[src/rtl/core/fttl_pkg.sv]
`timescale 1ns / 1ps

package fttl_pkg;

    localparam int PointW  = 18;
    localparam int WorldW  = 20;
    localparam int RotW    = 13;
    localparam int ShW     = 13;
    localparam int ElW     = 11;
    localparam int CfgW    = 18;

    // CORDIC datapath: x/y wide enough for 2^31 * gain, z in Q16 degrees
    localparam int CxW     = 35;
    localparam int CzW     = 28;
    localparam int TableLen = 24;
    localparam int StepW   = 5;

    localparam int ProdW   = 55;
    localparam int SumW    = 41;
    localparam int SqW     = 46;
    localparam int RootW   = 23;
    localparam logic [StepW-1:0] SqTopK = 5'd22;

    localparam logic signed [CxW-1:0] GainQ30   = 35'sd652032874;
    localparam logic signed [CzW-1:0] Deg90Q16  = 28'sd5898240;
    localparam logic signed [CzW-1:0] Deg180Q16 = 28'sd11796480;
    localparam logic [SumW-1:0]       ReachQ16  = 41'd26214400;

    localparam logic [1:0] RegOffX = 2'd0;
    localparam logic [1:0] RegOffY = 2'd1;
    localparam logic [1:0] RegRot  = 2'd2;

    typedef enum logic [4:0] {
        S_IDLE,
        S_ROT,
        S_ROT_WAIT,
        S_MUL,
        S_ACC,
        S_WORLD,
        S_REACH,
        S_SQRT_A,
        S_SQRT_A_WAIT,
        S_SQRT_B,
        S_SQRT_B_WAIT,
        S_ACOS,
        S_ACOS_WAIT,
        S_ATAN,
        S_ATAN_WAIT,
        S_FINAL
    } fttl_state_t;

    // round(atan(2^-i) degrees * 65536)
    function automatic logic [22:0] atan_lut(input logic [StepW-1:0] idx);
        logic [22:0] v;
        case (idx)
            5'd0:  v = 23'd2949120;
            5'd1:  v = 23'd1740967;
            5'd2:  v = 23'd919879;
            5'd3:  v = 23'd466945;
            5'd4:  v = 23'd234379;
            5'd5:  v = 23'd117304;
            5'd6:  v = 23'd58666;
            5'd7:  v = 23'd29335;
            5'd8:  v = 23'd14668;
            5'd9:  v = 23'd7334;
            5'd10: v = 23'd3667;
            5'd11: v = 23'd1833;
            5'd12: v = 23'd917;
            5'd13: v = 23'd458;
            5'd14: v = 23'd229;
            5'd15: v = 23'd115;
            5'd16: v = 23'd57;
            5'd17: v = 23'd29;
            5'd18: v = 23'd14;
            5'd19: v = 23'd7;
            5'd20: v = 23'd4;
            5'd21: v = 23'd2;
            5'd22: v = 23'd1;
            default: v = 23'd0;
        endcase
        return v;
    endfunction

endpackage

[src/rtl/core/fttl_cordic.sv]
`timescale 1ns / 1ps

module fttl_cordic import fttl_pkg::*; #(
    parameter int STEPS = 16
) (
    input  logic                  aclk,
    input  logic                  aresetn,
    input  logic                  start,
    input  logic                  vec_mode,
    input  logic signed [CxW-1:0] x_in,
    input  logic signed [CxW-1:0] y_in,
    input  logic signed [CzW-1:0] z_in,
    output logic                  done,
    output logic signed [CxW-1:0] x_out,
    output logic signed [CxW-1:0] y_out,
    output logic signed [CzW-1:0] z_out
);

    localparam int NSTEPS = (STEPS > TableLen) ? TableLen : STEPS;
    localparam logic [StepW-1:0] LastIdx = StepW'(NSTEPS - 1);

    logic                  busy_reg, busy_next;
    logic                  done_reg, done_next;
    logic [StepW-1:0]      idx_reg, idx_next;
    logic                  mode_reg, mode_next;
    logic signed [CxW-1:0] x_reg, x_next;
    logic signed [CxW-1:0] y_reg, y_next;
    logic signed [CzW-1:0] z_reg, z_next;
    logic signed [CxW-1:0] dx, dy;
    logic signed [CzW-1:0] da;
    logic                  dir;

    always_comb begin
        dx = y_reg >>> idx_reg;
        dy = x_reg >>> idx_reg;
        da = CzW'(signed'({1'b0, atan_lut(idx_reg)}));
        // vectoring drives y to zero, rotation drives z to zero
        dir = mode_reg ? y_reg[CxW-1] : ~z_reg[CzW-1];
        busy_next = busy_reg;
        done_next = 1'b0;
        idx_next  = idx_reg;
        mode_next = mode_reg;
        x_next = x_reg;
        y_next = y_reg;
        z_next = z_reg;
        if (start) begin
            busy_next = 1'b1;
            idx_next  = '0;
            mode_next = vec_mode;
            x_next = x_in;
            y_next = y_in;
            z_next = z_in;
        end else if (busy_reg) begin
            if (dir) begin
                x_next = x_reg - dx;
                y_next = y_reg + dy;
                z_next = z_reg - da;
            end else begin
                x_next = x_reg + dx;
                y_next = y_reg - dy;
                z_next = z_reg + da;
            end
            idx_next = idx_reg + 1'b1;
            if (idx_reg == LastIdx) begin
                busy_next = 1'b0;
                done_next = 1'b1;
            end
        end
    end

    always_ff @(posedge aclk) begin
        if (!aresetn) begin
            busy_reg <= 1'b0;
            done_reg <= 1'b0;
        end else begin
            busy_reg <= busy_next;
            done_reg <= done_next;
        end
        idx_reg  <= idx_next;
        mode_reg <= mode_next;
        x_reg    <= x_next;
        y_reg    <= y_next;
        z_reg    <= z_next;
    end

    assign done  = done_reg;
    assign x_out = x_reg;
    assign y_out = y_reg;
    assign z_out = z_reg;

endmodule

[src/rtl/core/fttl_isqrt.sv]
`timescale 1ns / 1ps

module fttl_isqrt import fttl_pkg::*; (
    input  logic             aclk,
    input  logic             aresetn,
    input  logic             start,
    input  logic [SqW-1:0]   value,
    output logic             done,
    output logic [RootW-1:0] root
);

    logic             busy_reg, busy_next;
    logic             done_reg, done_next;
    logic [StepW-1:0] k_reg, k_next;
    logic [SqW-1:0]   v_reg, v_next;
    logic [SqW-1:0]   r_reg, r_next;
    logic [SqW-1:0]   bitv;
    logic [SqW-1:0]   trial;

    always_comb begin
        bitv  = SqW'(1) << {k_reg, 1'b0};
        trial = r_reg + bitv;
        busy_next = busy_reg;
        done_next = 1'b0;
        k_next = k_reg;
        v_next = v_reg;
        r_next = r_reg;
        if (start) begin
            busy_next = 1'b1;
            k_next = SqTopK;
            v_next = value;
            r_next = '0;
        end else if (busy_reg) begin
            // one result bit per cycle
            if (v_reg >= trial) begin
                v_next = v_reg - trial;
                r_next = (r_reg >> 1) + bitv;
            end else begin
                r_next = r_reg >> 1;
            end
            k_next = k_reg - 1'b1;
            if (k_reg == '0) begin
                busy_next = 1'b0;
                done_next = 1'b1;
            end
        end
    end

    always_ff @(posedge aclk) begin
        if (!aresetn) begin
            busy_reg <= 1'b0;
            done_reg <= 1'b0;
        end else begin
            busy_reg <= busy_next;
            done_reg <= done_next;
        end
        k_reg <= k_next;
        v_reg <= v_next;
        r_reg <= r_next;
    end

    assign done = done_reg;
    assign root = r_reg[RootW-1:0];

endmodule

[src/rtl/core/frame_transform_two_link_ik.sv]
`timescale 1ns / 1ps

// channel   | dir | tdata (lsb first)                              | tuser
// s_        | in  | point_x[17:0] point_y[35:18] pad[39:36]        | -
// m_        | out | world_x[19:0] world_y[39:20] shoulder_out[52:40]
//           |     | elbow_out[63:53]                               | reachable
// cfg_      | in  | write only, cfg_addr selects offset_x/offset_y/rotation
//
// Each word runs, with N = min(CORDIC_STEPS, 24) steps per CORDIC pass: the
// rotation CORDIC, 4 products plus 2 squares on one multiplier, two
// square roots, acos and atan2 CORDIC passes. An unreachable point skips the
// last four. The core processes one word at a time.
// Reset (synchronous, aresetn low) clears state, offsets, rotation and output
// valid, sets shoulder 720, elbow 1440. A result held by m_tready low blocks the next result, not the next input.
module frame_transform_two_link_ik import fttl_pkg::*; #(
    parameter int CORDIC_STEPS = 16
) (
    input  logic            aclk,
    input  logic            aresetn,
    input  logic            s_tvalid,
    output logic            s_tready,
    input  logic [39:0]     s_tdata,   // point_x, point_y
    output logic            m_tvalid,
    input  logic            m_tready,
    output logic [63:0]     m_tdata,   // world_x, world_y, shoulder_out, elbow_out
    output logic            m_tuser,   // reachable
    input  logic            cfg_wr_en,
    input  logic [1:0]      cfg_addr,
    input  logic [CfgW-1:0] cfg_wr_data
);

    fttl_state_t state_reg, state_next;

    logic signed [PointW-1:0] off_x_reg, off_y_reg;
    logic signed [RotW-1:0]   rot_reg;
    logic signed [PointW-1:0] px_reg, py_reg;
    logic signed [ShW-1:0]    sh_reg;
    logic        [ElW-1:0]    el_reg;
    logic                     flip_reg;
    logic signed [CxW-1:0]    c_reg, s_reg;
    logic [2:0]               op_reg;
    logic signed [ProdW-1:0]  prod_reg, acc_x_reg, acc_y_reg;
    logic signed [WorldW-1:0] wx_reg, wy_reg;
    logic [SumW-1:0]          sum_reg;
    logic [RootW-1:0]         ra_reg, rb_reg;
    logic signed [CzW-1:0]    zacos_reg;
    logic                     m_valid_reg;
    logic                     m_reach_reg;
    logic [63:0]              m_data_reg;

    logic signed [RotW:0]     a1, a2, a3;
    logic                     fl;
    logic signed [CxW-1:0]    mul_a;
    logic signed [WorldW-1:0] mul_b;
    logic signed [ProdW-1:0]  rnd_x, rnd_y;
    logic                     reach;
    logic [SumW-1:0]          rest;
    logic signed [CxW-1:0]    bx, by;
    logic signed [CzW-1:0]    zat, zac, sh_full, el_full;

    logic                     cs_start, cs_mode, cs_done;
    logic signed [CxW-1:0]    cs_x0, cs_y0, cs_x, cs_y;
    logic signed [CzW-1:0]    cs_z0, cs_z;
    logic                     sq_start, sq_done;
    logic [SqW-1:0]           sq_val;
    logic [RootW-1:0]         sq_root;

    fttl_cordic #(.STEPS(CORDIC_STEPS)) u_cordic (
        .aclk(aclk), .aresetn(aresetn), .start(cs_start), .vec_mode(cs_mode),
        .x_in(cs_x0), .y_in(cs_y0), .z_in(cs_z0), .done(cs_done),
        .x_out(cs_x), .y_out(cs_y), .z_out(cs_z)
    );

    fttl_isqrt u_isqrt (
        .aclk(aclk), .aresetn(aresetn), .start(sq_start), .value(sq_val),
        .done(sq_done), .root(sq_root)
    );

    // angle fold into [-90, 90] degrees
    always_comb begin
        a1 = {rot_reg[RotW-1], rot_reg};
        if (a1 >= 14'sd2880)       a1 = a1 - 14'sd2880;
        else if (a1 <= -14'sd2880) a1 = a1 + 14'sd2880;
        a2 = a1;
        if (a2 >= 14'sd1440)      a2 = a2 - 14'sd2880;
        else if (a2 < -14'sd1440) a2 = a2 + 14'sd2880;
        a3 = a2;
        fl = 1'b0;
        if (a3 > 14'sd720) begin
            a3 = a3 - 14'sd1440;
            fl = 1'b1;
        end else if (a3 < -14'sd720) begin
            a3 = a3 + 14'sd1440;
            fl = 1'b1;
        end
    end

    always_comb begin
        case (op_reg)
            3'd0:    begin mul_a = c_reg; mul_b = WorldW'(px_reg); end
            3'd1:    begin mul_a = s_reg; mul_b = WorldW'(py_reg); end
            3'd2:    begin mul_a = c_reg; mul_b = WorldW'(py_reg); end
            3'd3:    begin mul_a = s_reg; mul_b = WorldW'(px_reg); end
            3'd4:    begin mul_a = CxW'(wx_reg); mul_b = wx_reg; end
            default: begin mul_a = CxW'(wy_reg); mul_b = wy_reg; end
        endcase
    end

    always_comb begin
        rnd_x = (acc_x_reg + (ProdW'(1) <<< 29)) >>> 30;
        rnd_y = (acc_y_reg + (ProdW'(1) <<< 29)) >>> 30;
        reach = sum_reg < ReachQ16;
        rest  = ReachQ16 - sum_reg;
        bx = CxW'(wx_reg) <<< 12;
        by = CxW'(wy_reg) <<< 12;
        zac = cs_z;
        if (zac < 0)         zac = '0;
        if (zac > Deg90Q16)  zac = Deg90Q16;
        zat = cs_z;
        if (wx_reg == '0 && wy_reg == '0) zat = '0;
        if (zat > Deg180Q16)  zat = Deg180Q16;
        if (zat < -Deg180Q16) zat = -Deg180Q16;
        sh_full = (zacos_reg + zat + CzW'(4096)) >>> 13;
        el_full = (((Deg90Q16 - zacos_reg) <<< 1) + CzW'(4096)) >>> 13;
        if (sh_full < -CzW'(1440)) sh_full = -CzW'(1440);
        if (sh_full > CzW'(2160))  sh_full = CzW'(2160);
        if (el_full < 0)           el_full = '0;
        if (el_full > CzW'(1440))  el_full = CzW'(1440);
    end

    always_comb begin
        state_next = state_reg;
        cs_start = 1'b0;
        cs_mode  = 1'b0;
        cs_x0 = GainQ30;
        cs_y0 = '0;
        cs_z0 = CzW'(a3) <<< 13;
        sq_start = 1'b0;
        sq_val = {1'b0, sum_reg[24:0], 20'd0};
        unique case (state_reg)
            S_IDLE:    if (s_tvalid) state_next = S_ROT;
            S_ROT: begin
                cs_start = 1'b1;
                state_next = S_ROT_WAIT;
            end
            S_ROT_WAIT: if (cs_done) state_next = S_MUL;
            S_MUL:     state_next = S_ACC;
            S_ACC: begin
                if (op_reg == 3'd3)      state_next = S_WORLD;
                else if (op_reg == 3'd5) state_next = S_REACH;
                else                     state_next = S_MUL;
            end
            S_WORLD:   state_next = S_MUL;
            S_REACH:   state_next = reach ? S_SQRT_A : S_FINAL;
            S_SQRT_A: begin
                sq_start = 1'b1;
                state_next = S_SQRT_A_WAIT;
            end
            S_SQRT_A_WAIT: if (sq_done) state_next = S_SQRT_B;
            S_SQRT_B: begin
                sq_start = 1'b1;
                sq_val = {1'b0, rest[24:0], 20'd0};
                state_next = S_SQRT_B_WAIT;
            end
            S_SQRT_B_WAIT: if (sq_done) state_next = S_ACOS;
            S_ACOS: begin
                cs_start = 1'b1;
                cs_mode  = 1'b1;
                cs_x0 = CxW'(ra_reg);
                cs_y0 = CxW'(rb_reg);
                cs_z0 = '0;
                state_next = S_ACOS_WAIT;
            end
            S_ACOS_WAIT: if (cs_done) state_next = S_ATAN;
            S_ATAN: begin
                cs_start = 1'b1;
                cs_mode  = 1'b1;
                if (wx_reg < 0 && wy_reg >= 0) begin
                    cs_x0 = by;  cs_y0 = -bx; cs_z0 = Deg90Q16;
                end else if (wx_reg < 0) begin
                    cs_x0 = -by; cs_y0 = bx;  cs_z0 = -Deg90Q16;
                end else begin
                    cs_x0 = bx;  cs_y0 = by;  cs_z0 = '0;
                end
                state_next = S_ATAN_WAIT;
            end
            S_ATAN_WAIT: if (cs_done) state_next = S_FINAL;
            S_FINAL:   if (!m_valid_reg || m_tready) state_next = S_IDLE;
            default:   state_next = S_IDLE;
        endcase
    end

    always_ff @(posedge aclk) begin
        if (!aresetn) begin
            state_reg   <= S_IDLE;
            off_x_reg   <= '0;
            off_y_reg   <= '0;
            rot_reg     <= '0;
            sh_reg      <= ShW'(720);
            el_reg      <= ElW'(1440);
            m_valid_reg <= 1'b0;
        end else begin
            state_reg <= state_next;
            if (cfg_wr_en) begin
                case (cfg_addr)
                    RegOffX: off_x_reg <= cfg_wr_data;
                    RegOffY: off_y_reg <= cfg_wr_data;
                    RegRot:  rot_reg   <= cfg_wr_data[RotW-1:0];
                    default: ;
                endcase
            end
            if (state_reg == S_FINAL && (!m_valid_reg || m_tready)) begin
                m_valid_reg <= 1'b1;
                if (reach) begin
                    sh_reg <= sh_full[ShW-1:0];
                    el_reg <= el_full[ElW-1:0];
                end
            end else if (m_tready) begin
                m_valid_reg <= 1'b0;
            end
        end
        if (state_reg == S_IDLE && s_tvalid) begin
            px_reg <= s_tdata[17:0];
            py_reg <= s_tdata[35:18];
            op_reg <= '0;
        end
        if (state_reg == S_ROT) flip_reg <= fl;
        if (state_reg == S_ROT_WAIT && cs_done) begin
            c_reg <= flip_reg ? -cs_x : cs_x;
            s_reg <= flip_reg ? -cs_y : cs_y;
        end
        if (state_reg == S_MUL) prod_reg <= mul_a * mul_b;
        if (state_reg == S_ACC) begin
            op_reg <= op_reg + 1'b1;
            case (op_reg)
                3'd0:    acc_x_reg <= prod_reg;
                3'd1:    acc_x_reg <= acc_x_reg + prod_reg;
                3'd2:    acc_y_reg <= prod_reg;
                3'd3:    acc_y_reg <= acc_y_reg - prod_reg;
                3'd4:    sum_reg   <= prod_reg[SumW-1:0];
                default: sum_reg   <= sum_reg + prod_reg[SumW-1:0];
            endcase
        end
        if (state_reg == S_WORLD) begin
            wx_reg <= rnd_x[WorldW-1:0] + WorldW'(off_x_reg);
            wy_reg <= rnd_y[WorldW-1:0] + WorldW'(off_y_reg);
        end
        if (state_reg == S_SQRT_A_WAIT && sq_done) ra_reg <= sq_root;
        if (state_reg == S_SQRT_B_WAIT && sq_done) rb_reg <= sq_root;
        if (state_reg == S_ACOS_WAIT && cs_done) zacos_reg <= zac;
        if (state_reg == S_FINAL && (!m_valid_reg || m_tready)) begin
            m_reach_reg <= reach;
            if (reach) begin
                m_data_reg <= {el_full[ElW-1:0], sh_full[ShW-1:0], wy_reg, wx_reg};
            end else begin
                m_data_reg <= {el_reg, sh_reg, wy_reg, wx_reg};
            end
        end
    end

    assign s_tready = (state_reg == S_IDLE);
    assign m_tvalid = m_valid_reg;
    assign m_tdata  = m_data_reg;
    assign m_tuser  = m_reach_reg;

endmodule

[config.mk]
export PLATFORM = sky130hd
export DESIGN_NAME = frame_transform_two_link_ik
export DESIGN_NICKNAME = d
export VERILOG_FILES = /design/src/rtl/core/fttl_pkg.sv /design/src/rtl/core/fttl_cordic.sv /design/src/rtl/core/fttl_isqrt.sv /design/src/rtl/core/frame_transform_two_link_ik.sv
export SDC_FILE = /design/constraint.sdc
export NUM_CORES = 2
export LEC_CHECK = 0
export ABC_AREA = 1
export BUFFER_PORTS_ARGS = -buffer_cell sky130_fd_sc_hd__buf_2
export CORE_ASPECT_RATIO = 0.8
export CORE_MARGIN = 2
export CORE_UTILIZATION = 60
export DETAILED_ROUTE_END_ITERATION = 7
export PLACE_DENSITY = 0.76
export SLEW_MARGIN = 20
export SYNTH_ARGS = -nofsm -noshare
export SYNTH_HDL_FRONTEND = slang
export SYNTH_SLANG_ARGS = --single-unit
export TNS_END_PERCENT = 10
[constraint.sdc]
create_clock -name aclk -period 11.8 [get_ports aclk]
set_input_delay 1.18 -clock aclk [delete_from_list [all_inputs] [get_ports aclk]]
set_output_delay 1.18 -clock aclk [all_outputs]
set_load 0.005 [all_outputs]
==> summary.md <==
| Metric | Value |
|---|---|
| Post-Syn Area | between 80000 and 90000 um^2 |
| Post-CTS Hold Fix Bufs | 0 |
| Gr ovfl total | 0 |
| Number of library cell types mapped by synthesis | approximately 80 |
| Multi-input gate area | 55320 um^2 |
| Status | finished, violations left |
| Setup CP Type | register to register |
| Drt first pass iters | 8 |
| Post-synth EDFFs | approximately 620 |
| Max reg flops | 64 |
| Max Fclk | approximately 91 MHz |
| Post-DP Area | ~90000 um^2 |
| Crit end category | register |
| Violated checks | DRC |
| Worst-skew pair later-pin latency | 750 ps |
| Largest net degree at the start of global routing | 100 |
| Area taken by flip-flops and latches | about 22000 um^2 |
| Gr usage total | ~40% |
| Detail Route Antenna Nets | 0 |
| Slew margin rel. | approximately a fifth |
| Fraction of layout cells with a size suffix above 1 | between 5 and 6% |
| Die Ht | between 300 and 400 um |
| Ys flop type | edfxtp_1 |
| CTS sink cnt | approximately 780 |
| Synthesized flop and latch total | between 700 and 800 |
| Vias | 78798 |
| Worst path slowest cell | o21ai_0 |
| Worst path arrival time | about 11000 ps |
| Initial antenna violation count | 10 |
| Reg clk slew, reported paths | ~70 ps |
| Seq/Total Area, Yosys | ~26% |
| Worst Tran Pin Value | 1184 ps |
| DRC viols | 10 |
| Postcts setup bufs | 0 |
| Endpoints failing hold | 0 |
| Root Driver | clkbuf_16 |
| Worst Path Required | ~12000 ps |
| Die X | ~420 um |
| Layout net count | between 10000 and 15000 |
| Period utilization | between 90% and 100% |
| Routed len/inst | ~23 um |
| Core Region | approximately 140000 um^2 |
| DR vias/cell | slightly above 6 |
| Max-cap check violation count | 0 |
| Setup TNS | 0 ps |
| Die ar. | 144300 um^2 |
| Vias in the first global route | 74146 |
| Slowest stage delay, CP | about 800 ps |
| Final setup viols | 0 |
| Async set-reset flop share out of synthesis | 0% |
| CP most frequent cell | fa_1 |
| CTS max path bufs | 3 |
| Avg Inst Size Synth | roughly 7.7 um^2 |
| Final WL | between 200000 and 300000 um |
| Starting density of the core | roughly three fifths |
| Final Skew | roughly 56 ps |
| IO Port Bufs | about 130 |
| Final min period | 10970 ps |
| Clock tree from TritonCTS | done |
| Total CTS buffers | 86 |
| First-pass GRT wire length | approximately 450000 um |
| Area delta synth->final | 6.832% |
| Core Rows | between 100 and 150 |
| Final slew viol count | 0 |
| Post-DP HPWL | 237800 um |
| IO Pins | ~130 |
| HP Class | register to register |
| GPL Wtd Cong | about 1.0 |
| Design area | around 90000 um^2 |
| H-Tree Depth | 3 |
| Post-Syn Instances | approximately 11000 |
| Crit-path max FO | 40 |
| Startpoint types | register |
| Initial DRC count | 9767 |
| Fill cells | 12336 |
| RSZ-0062 raised after global routing | false |
| Synth warn | 0 |
| PostCTS Resize Cnt | 0 |
synthesized netlist by cell type, drive strengths merged, types with 20 or more instances:
cell type,number,share of area (%)
buf,62,0.38
a21boi,23,0.20
o221ai,24,0.25
o22ai,33,0.24
nand2,2397,11
a21oi,818,4.9
ha,588,8.7
clkbuf,271,1.2
nor2,1146,5.1
o21ai,885,5.3
a31oi,93,0.69
or2,65,0.48
edfxtp,624,22
o21bai,29,0.26
o31ai,34,0.31
nor4,40,0.31
dfxtp,160,3.8
xnor2,188,1.9
fa,651,15
a21o,21,0.19
a22oi,20,0.18
xor2,365,3.8
nand3,325,1.9
mux2i,40,0.47
nand4,59,0.44
o211ai,44,0.39
inv,1683,7.5
nand3b,20,0.18
o21a,66,0.58
nor3,139,0.84
area by class of cell:
type | count | share of cell area (%)
clock buffers | 113 | 2.672
diodes | 5 | 0.01382
well taps | 1875 | 2.590
inverters | 1700 | 7.046
repair buffers | 250 | 1.721
clock inverters | 47 | 0.6397
multi-input cells | 8248 | 61.08
flip-flops and latches | 784 | 24.23
cell usage in the layout (no fill, tap or decap), types with 21 or more instances in the layout:
master     synthesis  routed
nand2_1         2372    2370
inv_1           1674    1669
nor2_1          1138    1125
o21ai_0          840     839
a21oi_1          810     806
fa_1             651     651
edfxtp_1         624     624
ha_1             588     588
xor2_1           364     364
nand3_1          323     323
xnor2_1          188     188
dfxtp_1          160     158
nor3_1           135     131
buf_2             29     127
buf_4              7     123
a31oi_1           93      92
clkbuf_16          0      91
o21a_1            66      66
or2_2             60      60
nand4_1           59      59
o211ai_1          44      44
mux2i_1           40      40
nor4_1            39      37
o21ai_1           38      35
o31ai_1           33      33
o22ai_1           33      30
o21bai_1          29      29
clkinv_1          17      26
o221ai_1          24      24
nand2_2           23      24
a21o_1            21      21
worst max-delay path, delay by kind of cell, from the launching register on:
| family | cells | cell delay (ps) |
|---|---|---|
| AOI/OAI and AO/OA | 10 | 2940 |
| xor gates and xnor gates | 1 | 180 |
| adders and majority gates | 10 | 4360 |
| buffers and inverters | 11 | 2230 |
| DFF | 1 | 440 |
| and+or+nand+nor | 3 | 510 |
final timing paths:
kind,from,end,slack [ps],cells after the start
min reg2reg,sh_reg[6]$_SDFFE_PN1P_,sh_reg[6]$_SDFFE_PN1P_,470,2
max reg2reg,op_reg[0]$_SDFFCE_PN0P_,prod_reg[37]$_DFFE_PP_,830,35
min,sh_reg[6]$_SDFFE_PN1P_,sh_reg[6]$_SDFFE_PN1P_,470,2
max,op_reg[0]$_SDFFCE_PN0P_,prod_reg[37]$_DFFE_PP_,830,35
routing by layer:
layer  global-route usage, %  wire length [um]
met3                   13.51             41380
met5                       0                69
met2                   56.57            118700
met4                   15.49             13260
met1                   60.13            126300
through the flow:
| stage | hold slack [ps] | util, % | cells | setup slack, ps |
|---|---|---|---|---|
| final | 473.9 | 64.53 | 13022 | 829.6 |
| after detailed placement | 455.0 | 62.37 | 12857 | 850.0 |
| after global routing | 501.8 | 64.52 | 13017 | 236.4 |
| after floorplan | 420.6 | - | 11065 | 2893 |
| after global placement | 450.1 | 62.36 | 12857 | 922.6 |
| after CTS | 470.5 | 64.51 | 13017 | 792.3 |
logic make-up after synthesis:
family / synth area share, %
AND/OR/NAND/NOR: 20.07
AO/OA/AOI/OAI: 14.66
buffers and inverters: 9.113
adder cells (fa/ha/maj): 24.05
flip-flops: 25.88
XOR/XNOR: 5.736
multiplexers: 0.4856
other: 0.004424
Power is left out: the tool's default activity adds up to more than one toggle a clock period on the data nets, which glitch-free logic cannot reach.
